File: src/name_directory_table_top_defines.svh
// ----------------------------------------------------------------------------
// Name directory table: assertion macros
// Shared macros for the concurrent checks of the name directory table. They
// sample on clk and are disabled while rst_n is low.
// ----------------------------------------------------------------------------
`ifndef NAME_DIRECTORY_TABLE_TOP_DEFINES_SVH
`define NAME_DIRECTORY_TABLE_TOP_DEFINES_SVH

// A condition that must hold at every clock edge out of reset.
`define NDT_ASSERT_HOLDS(label, cond) \
    label: assert property (@(posedge clk) disable iff (!rst_n) (cond)) \
        else $error("invariant violated");

// A consequence that must hold in the same cycle as its antecedent.
`define NDT_ASSERT_IMPLIES(label, ante, cons) \
    label: assert property (@(posedge clk) disable iff (!rst_n) (ante) |-> (cons)) \
        else $error("same-cycle implication violated");

// A consequence that must hold in the cycle after its antecedent.
`define NDT_ASSERT_NEXT(label, ante, cons) \
    label: assert property (@(posedge clk) disable iff (!rst_n) (ante) |=> (cons)) \
        else $error("next-cycle implication violated");

`endif

File: src/ndt_pkg.sv
// ----------------------------------------------------------------------------
// Name directory table package
// Sizes, codes, command and status structures and the name canonicalizing
// function shared by the controller, the datapath and the top level.
// ----------------------------------------------------------------------------
package ndt_pkg;

    // Table geometry.
    localparam int ENTRIES    = 16;
    localparam int ADDR_W     = $clog2(ENTRIES);
    localparam int CNT_W      = $clog2(ENTRIES + 1);
    localparam int NAME_BYTES = 19;
    localparam int NAME_W     = NAME_BYTES * 8;
    localparam int INDEX_W    = 4;

    localparam logic [CNT_W-1:0] FULL_COUNT = CNT_W'(ENTRIES);

    // Operation codes carried by an input transaction.
    typedef enum logic [1:0] {
        FUNC_CREATE = 2'd0,
        FUNC_DELETE = 2'd1,
        FUNC_SEARCH = 2'd2,
        FUNC_LIST   = 2'd3
    } func_t;

    // Result status codes.
    typedef enum logic [2:0] {
        RES_CREATED  = 3'd0,
        RES_EXISTS   = 3'd1,
        RES_FULL     = 3'd2,
        RES_DELETED  = 3'd3,
        RES_NOTFOUND = 3'd4,
        RES_FOUND    = 3'd5,
        RES_EMPTY    = 3'd6,
        RES_LISTED   = 3'd7
    } res_status_t;

    // Source of the index reported with a single result.
    typedef enum logic [1:0] {
        SEL_ZERO  = 2'd0,
        SEL_IDX   = 2'd1,
        SEL_COUNT = 2'd2,
        SEL_SLOT  = 2'd3
    } idx_sel_t;

    // Controller states.
    typedef enum logic [3:0] {
        S_IDLE      = 4'd0,
        S_DISPATCH  = 4'd1,
        S_SCAN_RD   = 4'd2,
        S_SCAN_CMP  = 4'd3,
        S_SHIFT_RD  = 4'd4,
        S_SHIFT_WR  = 4'd5,
        S_EMIT      = 4'd6,
        S_LIST_RD   = 4'd7,
        S_LIST_EMIT = 4'd8
    } state_t;

    // Commands from the controller to the datapath.
    typedef struct packed {
        logic        load_in;
        logic        idx_inc;
        logic        slot_save;
        logic        ram_rd;
        logic        wr_new;
        logic        wr_shift;
        logic        cnt_inc;
        logic        cnt_dec;
        logic        res_load;
        res_status_t res_code;
        idx_sel_t    res_sel;
        logic        out_single;
        logic        out_list;
    } cmd_t;

    // Status from the datapath to the controller.
    typedef struct packed {
        func_t            func;
        logic             full;
        logic             empty;
        logic             scan_end;
        logic             match;
        logic             list_last;
        logic             out_free;
        logic [CNT_W-1:0] count;
    } sts_t;

    // Clear every byte that follows the first zero byte of a name.
    function automatic logic [NAME_W-1:0] canon_name(input logic [NAME_W-1:0] raw);
        logic [NAME_W-1:0] res;
        logic              alive;
        res   = '0;
        alive = 1'b1;
        for (int i = 0; i < NAME_BYTES; i++) begin
            if (alive) begin
                res[8*i +: 8] = raw[8*i +: 8];
            end
            if (raw[8*i +: 8] == 8'h00) begin
                alive = 1'b0;
            end
        end
        return res;
    endfunction

endpackage

File: src/ndt_in_if.sv
// ----------------------------------------------------------------------------
// Name directory table request channel
// Valid/ready channel that carries one operation and one name per transaction.
// ----------------------------------------------------------------------------
interface ndt_in_if;

    logic        valid;
    logic        ready;
    logic [1:0]  func;
    logic [63:0] name_lo;
    logic [63:0] name_mid;
    logic [23:0] name_hi;

    modport source (output valid, output func, output name_lo, output name_mid,
                    output name_hi, input ready);
    modport sink   (input valid, input func, input name_lo, input name_mid,
                    input name_hi, output ready);

endinterface

File: src/ndt_out_if.sv
// ----------------------------------------------------------------------------
// Name directory table result channel
// Valid/ready channel that carries one result per transaction.
// ----------------------------------------------------------------------------
interface ndt_out_if;

    logic        valid;
    logic        ready;
    logic [2:0]  status;
    logic [3:0]  entry_index;
    logic [63:0] out_name_lo;
    logic [63:0] out_name_mid;
    logic [23:0] out_name_hi;
    logic        last;

    modport source (output valid, output status, output entry_index,
                    output out_name_lo, output out_name_mid, output out_name_hi,
                    output last, input ready);
    modport sink   (input valid, input status, input entry_index,
                    input out_name_lo, input out_name_mid, input out_name_hi,
                    input last, output ready);

endinterface

File: src/ndt_ram.sv
// ----------------------------------------------------------------------------
// Name directory table RAM
// Generic simple dual-port RAM: one write port, one read port, registered read.
// ----------------------------------------------------------------------------
module ndt_ram #(
    parameter int WIDTH = 8,
    parameter int DEPTH = 16
) (
    input  logic                     clk,
    input  logic                     wr_en,
    input  logic [$clog2(DEPTH)-1:0] wr_addr,
    input  logic [WIDTH-1:0]         wr_data,
    input  logic                     rd_en,
    input  logic [$clog2(DEPTH)-1:0] rd_addr,
    output logic [WIDTH-1:0]         rd_data
);

    logic [WIDTH-1:0] mem_reg [DEPTH];
    logic [WIDTH-1:0] rd_data_reg;

    // Write port.
    always_ff @(posedge clk)
    begin
        if (wr_en)
        begin
            mem_reg[wr_addr] <= wr_data;
        end
    end

    // Registered read port; the data holds while no read is issued.
    always_ff @(posedge clk)
    begin
        if (rd_en)
        begin
            rd_data_reg <= mem_reg[rd_addr];
        end
    end

    assign rd_data = rd_data_reg;

endmodule

File: src/ndt_ctrl.sv
// ----------------------------------------------------------------------------
// Name directory table controller
// State machine that sequences scans, shifts, writes and result transactions.
// ----------------------------------------------------------------------------
module ndt_ctrl (
    input  logic          clk,
    input  logic          rst_n,
    input  logic          in_valid,
    output logic          in_ready,
    input  ndt_pkg::sts_t sts,
    output ndt_pkg::cmd_t cmd
);

    ndt_pkg::state_t state_reg;
    ndt_pkg::state_t state_next;

    // State register.
    always_ff @(posedge clk or negedge rst_n)
    begin
        if (!rst_n)
        begin
            state_reg <= ndt_pkg::S_IDLE;
        end
        else
        begin
            state_reg <= state_next;
        end
    end

    // Next-state logic.
    always_comb
    begin
        state_next = state_reg;
        unique case (state_reg)
            ndt_pkg::S_IDLE:
            begin
                if (in_valid)
                begin
                    state_next = ndt_pkg::S_DISPATCH;
                end
            end
            ndt_pkg::S_DISPATCH:
            begin
                if (sts.func == ndt_pkg::FUNC_CREATE && sts.full)
                begin
                    state_next = ndt_pkg::S_EMIT;
                end
                else if (sts.func != ndt_pkg::FUNC_CREATE && sts.empty)
                begin
                    state_next = ndt_pkg::S_EMIT;
                end
                else if (sts.func == ndt_pkg::FUNC_LIST)
                begin
                    state_next = ndt_pkg::S_LIST_RD;
                end
                else
                begin
                    state_next = ndt_pkg::S_SCAN_RD;
                end
            end
            ndt_pkg::S_SCAN_RD:
            begin
                if (sts.scan_end)
                begin
                    state_next = ndt_pkg::S_EMIT;
                end
                else
                begin
                    state_next = ndt_pkg::S_SCAN_CMP;
                end
            end
            ndt_pkg::S_SCAN_CMP:
            begin
                if (!sts.match)
                begin
                    state_next = ndt_pkg::S_SCAN_RD;
                end
                else if (sts.func == ndt_pkg::FUNC_DELETE)
                begin
                    state_next = ndt_pkg::S_SHIFT_RD;
                end
                else
                begin
                    state_next = ndt_pkg::S_EMIT;
                end
            end
            ndt_pkg::S_SHIFT_RD:
            begin
                if (sts.scan_end)
                begin
                    state_next = ndt_pkg::S_EMIT;
                end
                else
                begin
                    state_next = ndt_pkg::S_SHIFT_WR;
                end
            end
            ndt_pkg::S_SHIFT_WR:
            begin
                state_next = ndt_pkg::S_SHIFT_RD;
            end
            ndt_pkg::S_EMIT:
            begin
                if (sts.out_free)
                begin
                    state_next = ndt_pkg::S_IDLE;
                end
            end
            ndt_pkg::S_LIST_RD:
            begin
                state_next = ndt_pkg::S_LIST_EMIT;
            end
            ndt_pkg::S_LIST_EMIT:
            begin
                if (sts.out_free)
                begin
                    state_next = sts.list_last ? ndt_pkg::S_IDLE : ndt_pkg::S_LIST_RD;
                end
            end
            default:
            begin
                state_next = ndt_pkg::S_IDLE;
            end
        endcase
    end

    // Output logic: commands to the datapath.
    always_comb
    begin
        cmd          = '0;
        cmd.res_code = ndt_pkg::RES_CREATED;
        cmd.res_sel  = ndt_pkg::SEL_ZERO;
        in_ready     = 1'b0;
        unique case (state_reg)
            ndt_pkg::S_IDLE:
            begin
                in_ready    = 1'b1;
                cmd.load_in = in_valid;
            end
            ndt_pkg::S_DISPATCH:
            begin
                if (sts.func == ndt_pkg::FUNC_CREATE && sts.full)
                begin
                    cmd.res_load = 1'b1;
                    cmd.res_code = ndt_pkg::RES_FULL;
                end
                else if (sts.func != ndt_pkg::FUNC_CREATE && sts.empty)
                begin
                    cmd.res_load = 1'b1;
                    cmd.res_code = ndt_pkg::RES_EMPTY;
                end
            end
            ndt_pkg::S_SCAN_RD:
            begin
                if (sts.scan_end)
                begin
                    // No slot matched: a create appends, the others miss.
                    cmd.res_load = 1'b1;
                    if (sts.func == ndt_pkg::FUNC_CREATE)
                    begin
                        cmd.wr_new   = 1'b1;
                        cmd.cnt_inc  = 1'b1;
                        cmd.res_code = ndt_pkg::RES_CREATED;
                        cmd.res_sel  = ndt_pkg::SEL_COUNT;
                    end
                    else
                    begin
                        cmd.res_code = ndt_pkg::RES_NOTFOUND;
                    end
                end
                else
                begin
                    cmd.ram_rd = 1'b1;
                end
            end
            ndt_pkg::S_SCAN_CMP:
            begin
                if (!sts.match)
                begin
                    cmd.idx_inc = 1'b1;
                end
                else if (sts.func == ndt_pkg::FUNC_DELETE)
                begin
                    cmd.slot_save = 1'b1;
                    cmd.idx_inc   = 1'b1;
                end
                else
                begin
                    cmd.res_load = 1'b1;
                    cmd.res_sel  = ndt_pkg::SEL_IDX;
                    cmd.res_code = (sts.func == ndt_pkg::FUNC_CREATE) ?
                                   ndt_pkg::RES_EXISTS : ndt_pkg::RES_FOUND;
                end
            end
            ndt_pkg::S_SHIFT_RD:
            begin
                if (sts.scan_end)
                begin
                    cmd.cnt_dec  = 1'b1;
                    cmd.res_load = 1'b1;
                    cmd.res_code = ndt_pkg::RES_DELETED;
                    cmd.res_sel  = ndt_pkg::SEL_SLOT;
                end
                else
                begin
                    cmd.ram_rd = 1'b1;
                end
            end
            ndt_pkg::S_SHIFT_WR:
            begin
                cmd.wr_shift = 1'b1;
                cmd.idx_inc  = 1'b1;
            end
            ndt_pkg::S_EMIT:
            begin
                cmd.out_single = sts.out_free;
            end
            ndt_pkg::S_LIST_RD:
            begin
                cmd.ram_rd = 1'b1;
            end
            ndt_pkg::S_LIST_EMIT:
            begin
                cmd.out_list = sts.out_free;
                cmd.idx_inc  = sts.out_free && !sts.list_last;
            end
            default:
            begin
                cmd = '0;
            end
        endcase
    end

endmodule

File: src/ndt_dp.sv
// ----------------------------------------------------------------------------
// Name directory table datapath
// Request registers, scan index, entry count, name RAM, comparator and the
// output register of the result channel.
// ----------------------------------------------------------------------------
module ndt_dp (
    input  logic          clk,
    input  logic          rst_n,
    input  ndt_pkg::cmd_t cmd,
    output ndt_pkg::sts_t sts,
    input  logic [1:0]    in_func,
    input  logic [63:0]   in_name_lo,
    input  logic [63:0]   in_name_mid,
    input  logic [23:0]   in_name_hi,
    output logic          out_valid,
    input  logic          out_ready,
    output logic [2:0]    out_status,
    output logic [3:0]    out_entry_index,
    output logic [63:0]   out_name_lo,
    output logic [63:0]   out_name_mid,
    output logic [23:0]   out_name_hi,
    output logic          out_last
);

    localparam int CW = ndt_pkg::CNT_W;
    localparam int AW = ndt_pkg::ADDR_W;
    localparam int NW = ndt_pkg::NAME_W;
    localparam int IW = ndt_pkg::INDEX_W;

    ndt_pkg::func_t           func_reg,  func_next;
    logic [NW-1:0]            name_reg,  name_next;
    logic [CW-1:0]            idx_reg,   idx_next;
    logic [CW-1:0]            slot_reg,  slot_next;
    logic [CW-1:0]            cnt_reg,   cnt_next;
    ndt_pkg::res_status_t     res_status_reg, res_status_next;
    logic [IW-1:0]            res_index_reg,  res_index_next;
    logic                     out_valid_reg,  out_valid_next;
    logic [2:0]               out_status_reg, out_status_next;
    logic [IW-1:0]            out_index_reg,  out_index_next;
    logic [NW-1:0]            out_name_reg,   out_name_next;
    logic                     out_last_reg,   out_last_next;

    logic [CW-1:0]            idx_prev;
    logic                     list_last;
    logic                     ram_wr_en;
    logic [AW-1:0]            ram_wr_addr;
    logic [NW-1:0]            ram_wr_data;
    logic [NW-1:0]            ram_rd_data;

    assign idx_prev  = idx_reg - CW'(1);
    assign list_last = (idx_reg + CW'(1)) == cnt_reg;

    // Request capture; the name is canonicalized on the way in.
    always_comb
    begin
        func_next = func_reg;
        name_next = name_reg;
        if (cmd.load_in)
        begin
            func_next = ndt_pkg::func_t'(in_func);
            name_next = ndt_pkg::canon_name({in_name_hi, in_name_mid, in_name_lo});
        end
    end

    // Scan index, matched slot and entry count.
    always_comb
    begin
        idx_next  = idx_reg;
        slot_next = slot_reg;
        cnt_next  = cnt_reg;
        if (cmd.load_in)
        begin
            idx_next = '0;
        end
        else if (cmd.idx_inc)
        begin
            idx_next = idx_reg + CW'(1);
        end
        if (cmd.slot_save)
        begin
            slot_next = idx_reg;
        end
        if (cmd.cnt_inc)
        begin
            cnt_next = cnt_reg + CW'(1);
        end
        else if (cmd.cnt_dec)
        begin
            cnt_next = cnt_reg - CW'(1);
        end
    end

    // Pending single result.
    always_comb
    begin
        res_status_next = res_status_reg;
        res_index_next  = res_index_reg;
        if (cmd.res_load)
        begin
            res_status_next = cmd.res_code;
            case (cmd.res_sel)
                ndt_pkg::SEL_IDX:   res_index_next = IW'(idx_reg);
                ndt_pkg::SEL_COUNT: res_index_next = IW'(cnt_reg);
                ndt_pkg::SEL_SLOT:  res_index_next = IW'(slot_reg);
                default:            res_index_next = '0;
            endcase
        end
    end

    // Output register of the result channel.
    always_comb
    begin
        out_valid_next  = out_valid_reg;
        out_status_next = out_status_reg;
        out_index_next  = out_index_reg;
        out_name_next   = out_name_reg;
        out_last_next   = out_last_reg;
        if (cmd.out_single)
        begin
            out_valid_next  = 1'b1;
            out_status_next = res_status_reg;
            out_index_next  = res_index_reg;
            out_name_next   = '0;
            out_last_next   = 1'b1;
        end
        else if (cmd.out_list)
        begin
            out_valid_next  = 1'b1;
            out_status_next = ndt_pkg::RES_LISTED;
            out_index_next  = IW'(idx_reg);
            out_name_next   = ram_rd_data;
            out_last_next   = list_last;
        end
        else if (out_ready)
        begin
            out_valid_next = 1'b0;
        end
    end

    // Control registers.
    always_ff @(posedge clk or negedge rst_n)
    begin
        if (!rst_n)
        begin
            idx_reg       <= '0;
            cnt_reg       <= '0;
            out_valid_reg <= 1'b0;
        end
        else
        begin
            idx_reg       <= idx_next;
            cnt_reg       <= cnt_next;
            out_valid_reg <= out_valid_next;
        end
    end

    // Payload registers.
    always_ff @(posedge clk)
    begin
        func_reg       <= func_next;
        name_reg       <= name_next;
        slot_reg       <= slot_next;
        res_status_reg <= res_status_next;
        res_index_reg  <= res_index_next;
        out_status_reg <= out_status_next;
        out_index_reg  <= out_index_next;
        out_name_reg   <= out_name_next;
        out_last_reg   <= out_last_next;
    end

    // A new name goes to the first free slot; a shift moves an entry down one.
    assign ram_wr_en   = cmd.wr_new || cmd.wr_shift;
    assign ram_wr_addr = cmd.wr_new ? cnt_reg[AW-1:0] : idx_prev[AW-1:0];
    assign ram_wr_data = cmd.wr_new ? name_reg : ram_rd_data;

    ndt_ram #(
        .WIDTH (NW),
        .DEPTH (ndt_pkg::ENTRIES)
    ) u_name_ram (
        .clk     (clk),
        .wr_en   (ram_wr_en),
        .wr_addr (ram_wr_addr),
        .wr_data (ram_wr_data),
        .rd_en   (cmd.ram_rd),
        .rd_addr (idx_reg[AW-1:0]),
        .rd_data (ram_rd_data)
    );

    // Status back to the controller.
    always_comb
    begin
        sts.func      = func_reg;
        sts.full      = cnt_reg == ndt_pkg::FULL_COUNT;
        sts.empty     = cnt_reg == '0;
        sts.scan_end  = idx_reg == cnt_reg;
        sts.match     = ram_rd_data == name_reg;
        sts.list_last = list_last;
        sts.out_free  = !out_valid_reg || out_ready;
        sts.count     = cnt_reg;
    end

    assign out_valid       = out_valid_reg;
    assign out_status      = out_status_reg;
    assign out_entry_index = out_index_reg;
    assign out_name_lo     = out_name_reg[63:0];
    assign out_name_mid    = out_name_reg[127:64];
    assign out_name_hi     = out_name_reg[151:128];
    assign out_last        = out_last_reg;

endmodule

File: src/name_directory_table_top.sv
// ----------------------------------------------------------------------------
// Name directory table
// Single-level directory of up to ENTRIES zero-padded names of 19 bytes.
// ----------------------------------------------------------------------------
// Usage:
// A request transaction on in_ch carries an operation (create, delete, search,
// list) and a name. Each request yields one result transaction on out_ch, or
// for a list of a non-empty table one per stored entry, with last set on the
// final one. The table is held in a single-port-read RAM and searched one
// slot at a time, so a request is handled by a sequencer and the next request
// is taken only after the current one has handed off its final result.
// An append or a miss scans every stored entry, a hit stops the scan at the
// matching slot, and a delete then moves each later entry down one slot.
// Full and empty answers need no scan. A list reads the entries in order and
// gives one result per entry.
// The result sits in an output register; a stalled receiver holds the block
// as soon as a further result is due while that register is still full.
// Reset (rst_n low) empties the table and drops any pending result.
// ----------------------------------------------------------------------------
`include "name_directory_table_top_defines.svh"

module name_directory_table_top (
    input  logic      clk,
    input  logic      rst_n,
    ndt_in_if.sink    in_ch,
    ndt_out_if.source out_ch
);

    ndt_pkg::cmd_t cmd;
    ndt_pkg::sts_t sts;
    logic          in_ready;

    assign in_ch.ready = in_ready;

    // Sequencer.
    ndt_ctrl u_ctrl (
        .clk      (clk),
        .rst_n    (rst_n),
        .in_valid (in_ch.valid),
        .in_ready (in_ready),
        .sts      (sts),
        .cmd      (cmd)
    );

    // Storage, compare and result register.
    ndt_dp u_dp (
        .clk             (clk),
        .rst_n           (rst_n),
        .cmd             (cmd),
        .sts             (sts),
        .in_func         (in_ch.func),
        .in_name_lo      (in_ch.name_lo),
        .in_name_mid     (in_ch.name_mid),
        .in_name_hi      (in_ch.name_hi),
        .out_valid       (out_ch.valid),
        .out_ready       (out_ch.ready),
        .out_status      (out_ch.status),
        .out_entry_index (out_ch.entry_index),
        .out_name_lo     (out_ch.out_name_lo),
        .out_name_mid    (out_ch.out_name_mid),
        .out_name_hi     (out_ch.out_name_hi),
        .out_last        (out_ch.last)
    );

    // The entry count never passes the table size.
    `NDT_ASSERT_HOLDS(a_count_bound, sts.count <= ndt_pkg::FULL_COUNT)
    // The RAM write port never serves an append and a shift together.
    `NDT_ASSERT_HOLDS(a_single_write, !(cmd.wr_new && cmd.wr_shift))
    // A result is loaded only when the output register is free.
    `NDT_ASSERT_IMPLIES(a_out_free, cmd.out_single || cmd.out_list, sts.out_free)
    // Accepting a request leaves the entry count untouched in the next cycle.
    `NDT_ASSERT_NEXT(a_accept_count, in_ch.valid && in_ready, $stable(sts.count))

endmodule

File: src/flat_wrapper.sv
// flat-port wrapper written by rule: the top's interface ports become plain ports
module name_directory_table_top_flat 
  (clk, rst_n, in_ch_valid, in_ch_func, in_ch_name_lo, in_ch_name_mid, in_ch_name_hi, in_ch_ready, out_ch_valid, out_ch_status, out_ch_entry_index, out_ch_out_name_lo, out_ch_out_name_mid, out_ch_out_name_hi, out_ch_last, out_ch_ready);
  ndt_in_if in_ch_i ();
  ndt_out_if out_ch_i ();
  input  logic clk;
  input  logic rst_n;
  input wire logic [$bits(in_ch_i.valid)-1:0] in_ch_valid;
  input wire logic [$bits(in_ch_i.func)-1:0] in_ch_func;
  input wire logic [$bits(in_ch_i.name_lo)-1:0] in_ch_name_lo;
  input wire logic [$bits(in_ch_i.name_mid)-1:0] in_ch_name_mid;
  input wire logic [$bits(in_ch_i.name_hi)-1:0] in_ch_name_hi;
  output wire logic [$bits(in_ch_i.ready)-1:0] in_ch_ready;
  output wire logic [$bits(out_ch_i.valid)-1:0] out_ch_valid;
  output wire logic [$bits(out_ch_i.status)-1:0] out_ch_status;
  output wire logic [$bits(out_ch_i.entry_index)-1:0] out_ch_entry_index;
  output wire logic [$bits(out_ch_i.out_name_lo)-1:0] out_ch_out_name_lo;
  output wire logic [$bits(out_ch_i.out_name_mid)-1:0] out_ch_out_name_mid;
  output wire logic [$bits(out_ch_i.out_name_hi)-1:0] out_ch_out_name_hi;
  output wire logic [$bits(out_ch_i.last)-1:0] out_ch_last;
  input wire logic [$bits(out_ch_i.ready)-1:0] out_ch_ready;
  assign in_ch_i.valid = in_ch_valid;
  assign in_ch_i.func = in_ch_func;
  assign in_ch_i.name_lo = in_ch_name_lo;
  assign in_ch_i.name_mid = in_ch_name_mid;
  assign in_ch_i.name_hi = in_ch_name_hi;
  assign in_ch_ready = in_ch_i.ready;
  assign out_ch_valid = out_ch_i.valid;
  assign out_ch_status = out_ch_i.status;
  assign out_ch_entry_index = out_ch_i.entry_index;
  assign out_ch_out_name_lo = out_ch_i.out_name_lo;
  assign out_ch_out_name_mid = out_ch_i.out_name_mid;
  assign out_ch_out_name_hi = out_ch_i.out_name_hi;
  assign out_ch_last = out_ch_i.last;
  assign out_ch_i.ready = out_ch_ready;
  name_directory_table_top u_core (.clk(clk), .rst_n(rst_n), .in_ch(in_ch_i), .out_ch(out_ch_i));
endmodule
File: config.mk
export PLATFORM = sky130hd
export DESIGN_NAME = name_directory_table_top_flat
export DESIGN_NICKNAME = d
export VERILOG_FILES = /design/src/ndt_pkg.sv /design/src/ndt_in_if.sv /design/src/ndt_out_if.sv /design/src/ndt_ram.sv /design/src/ndt_ctrl.sv /design/src/ndt_dp.sv /design/src/name_directory_table_top.sv /design/src/flat_wrapper.sv
export VERILOG_INCLUDE_DIRS = /design/src /design/src/src
export SDC_FILE = /design/constraint.sdc
export NUM_CORES = 2
export LEC_CHECK = 0
export BUFFER_PORTS_ARGS = -buffer_cell sky130_fd_sc_hd__clkbuf_2
export CORE_AREA = 2 2 556 337
export DETAILED_ROUTE_END_ITERATION = 8
export DIE_AREA = 0 0 558 339
export GPL_TIMING_DRIVEN = 0
export HOLD_SLACK_MARGIN = 0.03
export PLACE_DENSITY_LB_ADDON = 0.25
export SLEW_MARGIN = 5
export SYNTH_ARGS = -nofsm -noshare
export SYNTH_HDL_FRONTEND = slang
export SYNTH_HIERARCHICAL = 1
export SYNTH_SLANG_ARGS = --single-unit
File: constraint.sdc
create_clock -name clk -period 15.9 [get_ports clk]
set_input_delay 1.59 -clock clk [delete_from_list [all_inputs] [get_ports clk]]
set_output_delay 1.59 -clock clk [all_outputs]
set_load 0.01 [all_outputs]
---- Word-level counts from Yosys, hierarchy flattened ----
Memories as Yosys holds them, arrays and structs flattened. A register that Yosys moved wholly into a read port is not among the register bits.
Index checks and enable logic that the tools add are counted.
word-level totals
  RAM bits ................................ 2432
  memories ................................ 1
  flip-flop bits (word level) ............. 340
  word-level logic and storage cells ...... 182
  bits of input ports ..................... 158
  output and inout port bits .............. 162
operators by class
  muxes and demuxes ....................... 91
  reductions and logical operators ........ 35
  add/sub/neg operators ................... 4
  equal/unequal tests ..................... 20
memories
  name                            depth  width  read ports  clocked after Yosys merged registers in  wr ports  RTL line       RTL
  u_core.u_dp.u_name_ram.mem_reg  16     152    1           1                                        1         ndt_ram.sv:18  logic [WIDTH-1:0] mem_reg [DEPTH];
operators by type and width
  operator             count
  $eq 152x152->1       1
  $mux 152             1
  $logic_not 8->1      18
  $mux 1               54
  $pmux 4 s9           1
  $mux 4               8
  $mux 3               10
  $mux 5               4
  $mux 6               3
  $eq 4x3->1 const B   4
  $pmux 4 s4           1
  $pmux 4 s3           1
  $add 5x1->5 const B  2
  $eq 5x5->1           2
  $eq 4x2->1 const B   2
  $mux 2               4
  $reduce_bool 2->1    4
  $mux 7               1
  $eq 2x2->1 const B   3
  $ne 2x2->1 const B   3
  $pmux 2 s3           1
  $eq 5x5->1 const B   1
  $logic_not 5->1      1
  $sub 5x1->5 const B  1
  other kinds (14)     19

---- Logic depth before layout (Yosys ltp) ----
  depth in word-level cells ............... 37
  depth in mapped cells ................... 15
  gate-level depth less buffers ........... 13

---- Cells and area by module ----
Netlist, hierarchy kept.
modules (own cells, without submodules)
  module    area an instance (um2)  times used  seq. area each (um2)  cells each
  ndt_ram   95985.8                 1           77594.4               3972
  ndt_dp    16774.8                 1           8503.2                1471
  ndt_ctrl  656.9                   1           100.1                 88

---- Worst setup path before layout ----
No wires, ideal clock.
  path kind ............................... register to register
  start ................................... register u_core.u_dp.idx_reg[2]
  end ..................................... memory u_core/u_dp/u_name_ram/mem_reg[0][0] (netlist bit) (enable)
  setup time .............................. 0.849 ns
  buffers on the path ..................... 5
  clock period less this slack ............ 14.436 ns
  stages on the path, launching flop included .. 15
  slack ................................... 1.464 ns
  arrival ................................. 13.587 ns
  required time ........................... 15.051 ns
  cells stage by stage .................... dfrtp_1 -> clkbuf_1 -> xnor2_1 -> nand4_1 -> nor2_1 -> and2b_1 -> nand3b_1 -> nor3_1 -> buf_4 -> clkbuf_1 -> clkbuf_1 -> buf_2 -> o21ai_0 -> or3b_2 -> nor3_1
RTL lines
  item                    RTL line       RTL
  start, declared         ndt_dp.sv:32   logic [CW-1:0] idx_reg, idx_next;
  start signal, assigned  ndt_dp.sv:151  idx_reg <= idx_next;
  end, declared           ndt_ram.sv:18

==> run metrics <==
maximum count of clock buffers along a single path=4; number of standard cells in the layout, taps in and fillers out=9,018; Final Core Density=0.707; final count of negative-setup-slack endpoints=0; Synthesized Nets=5,695; slowest stage cell on the critical path=sky130_fd_sc_hd__clkbuf_1; sequential-to-total area share from yosys stat=0.760; static leakage power=42.1 nW; Most Frequent Cell on Critical Path=sky130_fd_sc_hd__buf_4; detail-routed via count per cell=7.03; vertical die dimension=339 µm; maxcap violations=2; Gates resized, CTS repair=0; RSZ-0062 raised after global routing=no; DRC marker count from the first detailed-route iteration=11,000; predominant post-synthesis flop cell=sky130_fd_sc_hd__edfxtp_1; share of layout cells above drive strength 1=0.300; violations in the final reports=max-capacitance violations, max-slew violations; antenna violations before repair=20; clk sink count=2,924; post-detailed-placement half-perimeter wirelength=236 mm; count of placed standard cells including taps=8,533; Root Buffer Master=sky130_fd_sc_hd__clkbuf_16; placeable core area=184,000 µm²; number of buffers inserted by hold repair at cts=0; total number of vias=63,400; leading cell types in the layout, fill and taps excluded=sky130_fd_sc_hd__edfxtp_1 (2,756), sky130_fd_sc_hd__mux4_2 (569), sky130_fd_sc_hd__clkbuf_2 (327), sky130_fd_sc_hd__clkbuf_16 (277), sky130_fd_sc_hd__a22oi_1 (264); maximum ir drop on the vdd rail=94.7 µV; wire length reported by the detailed router=346 mm; vias in the first global route=60,600; critical path, cell by cell=clkbuf_1 > xnor2_1 > nand4_1 > nor2_1 > and2b_1 > nand3b_1 > nor3_1 > buf_4 > clkbuf_1 > clkbuf_1 > clkbuf_1 > o21ai_0 > nor3_2 > buf_4 > buf_4 > buf_4 > buf_6 > buf_6 > buf_4; switching power share of the total=0.313; floorplan row count=122; Cell Area, Synth=113,000 µm²; global-route usage over all layers=0.367; skew final=53.2 ps; gr busiest metal=met1; Reg power frac=0.476; mux share of post-synthesis cell area=0.152; area delta synth->final=14.5%; peak per-stage delay on the critical path=1140 ps; horizontal die dimension=558 µm; crit start category=flop; post-synth cell types=68; data required time of the worst path=16,430 ps; XOR/XNOR Fraction of Synth Area=0.0123; maximum fanout along the worst path=10; Switch Pwr=0.00701 W; largest delay contributor family on the critical path=buffers and inverters; maximum number of pins on one net before global-route repair=46; Placement Setup Slack=6810 ps; total grt overflow=0; Post-Synth Adder-Cell Area=0.000728; total setup buffers inserted after CTS=0; clock network latency to the later pin of the worst-skew pair=860 ps; relative slew slack=-0.0102; slew at the pin with the worst max-slew slack=1500 ps; fraction of registers with async set/reset=0.00513; Mapped Cells=5,531; GR Layer Usage met2=0.514; wire length of the first global-routing pass=476 mm; synthesized area per cell=20.5 µm²; reg2reg setup slack=6070 ps; clock slew seen by the registers of the worst setup and hold paths=60 ps; clock tree from TritonCTS=done; cell internal power dissipation=0.0154 W; last weighted congestion value of the routability-driven placer=0.962; Peak Freq=102 MHz; Final min period=9830 ps; Hold Vio Cnt, Final=0; Synth Warn #=6; Total Die Area=189,000 µm²; part of the cycle the worst path needs=0.618; post-route antenna net violation count=0; DRC violations left=0; Pre-antenna DRT Iters=9; Setup WS post-layout=6070 ps; most common cell after layout, fill and taps aside=sky130_fd_sc_hd__edfxtp_1; type of element capturing the critical path=flop; met1 routing resource usage after global routing=0.521; initial cell density of the core=0.618; power density relative to cell area=172 nW/µm²; class of the worst hold path=reg -> reg; Setup TNS=0 ps; Final #Nets=6,487; worst slack on hold paths=496 ps; worst setup path class=reg -> reg; level count of the clock H-tree=5; detailed-route wire length per cell=38.4 µm; TritonCTS buffer count=267; IO Port Bufs=319; flip-flop count of the largest register after layout=2,432; buffer and inverter count on the worst path=11; Compound-Gate Fraction of Synth Area=0.0252; number of ports placed on the die boundary=320; critical path arrival=10,360 ps; global routing met3 resource utilization=0.136; fraction of power consumed by the clock network=0.280; Pins Over Slew Limit=13; Logic pwr share=0.245; number of synthesized flops with an enable pin=2,756; share of synthesized cell area in and, or, nand and nor gates=0.0347; flip-flop and latch count after synthesis=2,924; main combinational cell family by area after synthesis=multiplexers; run status=complete, but fails checks
-- tightest hold or removal path: stages (launching register included) --
cell	delay, ps
sky130_fd_sc_hd__dfxtp_1	330
sky130_fd_sc_hd__mux2i_1	70
sky130_fd_sc_hd__nor2_1	70
-- routing by layer --
metal / vias up / wire length [µm]
li1: 24200 / -
met3: 893 / 57300
met4: 16 / 19000
met5: - / 287
met2: 5657 / 148000
met1: 32600 / 122000
-- per-stage QoR --
step / cell area (µm²) / total power (W)
global route: 130000 / 0.0229
floorplan: 113000 / 0.0136
global placement: 118000 / 0.0158
CTS: 130000 / 0.0222
detailed placement: 122000 / 0.0160
finish: 130000 / 0.0224
-- cells by family (layout without fill, tap and decap cells) --
logic type	count (synthesis)	count (layout)
DFF	2924	2924
muxes	978	978
and+or+nand+nor	753	753
AOI/OAI and AO/OA	384	384
buffers and inverters	327	1324
xor gates and xnor gates	159	159
adders and majority gates	6	6
other	0	10
-- area by class of cell --
class | count | area (µm²)
antenna | 10 | 25.0
clock inverter | 112 | 903
fill | 10700 | 53800
multi-input combinational | 2280 | 25700
inverter | 34 | 128
timing repair buffer | 523 | 4840
tap | 2480 | 3100
clock buffer | 362 | 7390
buffer | 293 | 1620
sequential | 2924 | 86200
-- worst paths after layout --
path	end	cells past startpoint	startpoint
worst max register to register	u_core/u_dp/u_name_ram/mem_reg[4][46]	19	u_core/u_dp/idx_reg[2]
worst max-delay path	u_core/u_dp/u_name_ram/mem_reg[4][46]	19	u_core/u_dp/idx_reg[2]
max in group asynchronous	u_core/u_dp/cnt_reg[2]	1	rst_n
worst min-delay path	u_core/u_dp/out_name_reg[149]	2	u_core/u_dp/out_name_reg[149]
min in group asynchronous	u_core/u_dp/out_valid	1	rst_n
worst min register to register	u_core/u_dp/out_name_reg[149]	2	u_core/u_dp/out_name_reg[149]
-- power by group through the flow --
stage	Combinational, W	Clock [W]	Sequential [W]
after global placement	0.00486	0	0.0109
after CTS	0.00531	0.00628	0.0106
after global routing	0.00566	0.00657	0.0107
after floorplan	0.00305	0	0.0106
after detailed placement	0.00526	0	0.0108
final	0.00547	0.00626	0.0106
-- cells in the mapped netlist, types with 47 or more instances --
| master | count | area share |
|---|---|---|
| sky130_fd_sc_hd__mux4_2 | 569 | 0.11 |
| sky130_fd_sc_hd__a22oi_1 | 264 | 0.017 |
| sky130_fd_sc_hd__buf_2 | 123 | 0.0054 |
| sky130_fd_sc_hd__dfxtp_1 | 153 | 0.027 |
| sky130_fd_sc_hd__clkbuf_1 | 104 | 0.0034 |
| sky130_fd_sc_hd__xnor2_1 | 144 | 0.011 |
| sky130_fd_sc_hd__nor2_1 | 208 | 0.0069 |
| sky130_fd_sc_hd__mux2_2 | 221 | 0.022 |
| sky130_fd_sc_hd__edfxtp_1 | 2756 | 0.73 |
| sky130_fd_sc_hd__nand2_1 | 188 | 0.0062 |
| sky130_fd_sc_hd__nor3_2 | 47 | 0.0041 |
| sky130_fd_sc_hd__mux2i_1 | 180 | 0.016 |
| sky130_fd_sc_hd__and2_1 | 63 | 0.0035 |
Note: power is estimated with default switching activity, not from simulation.
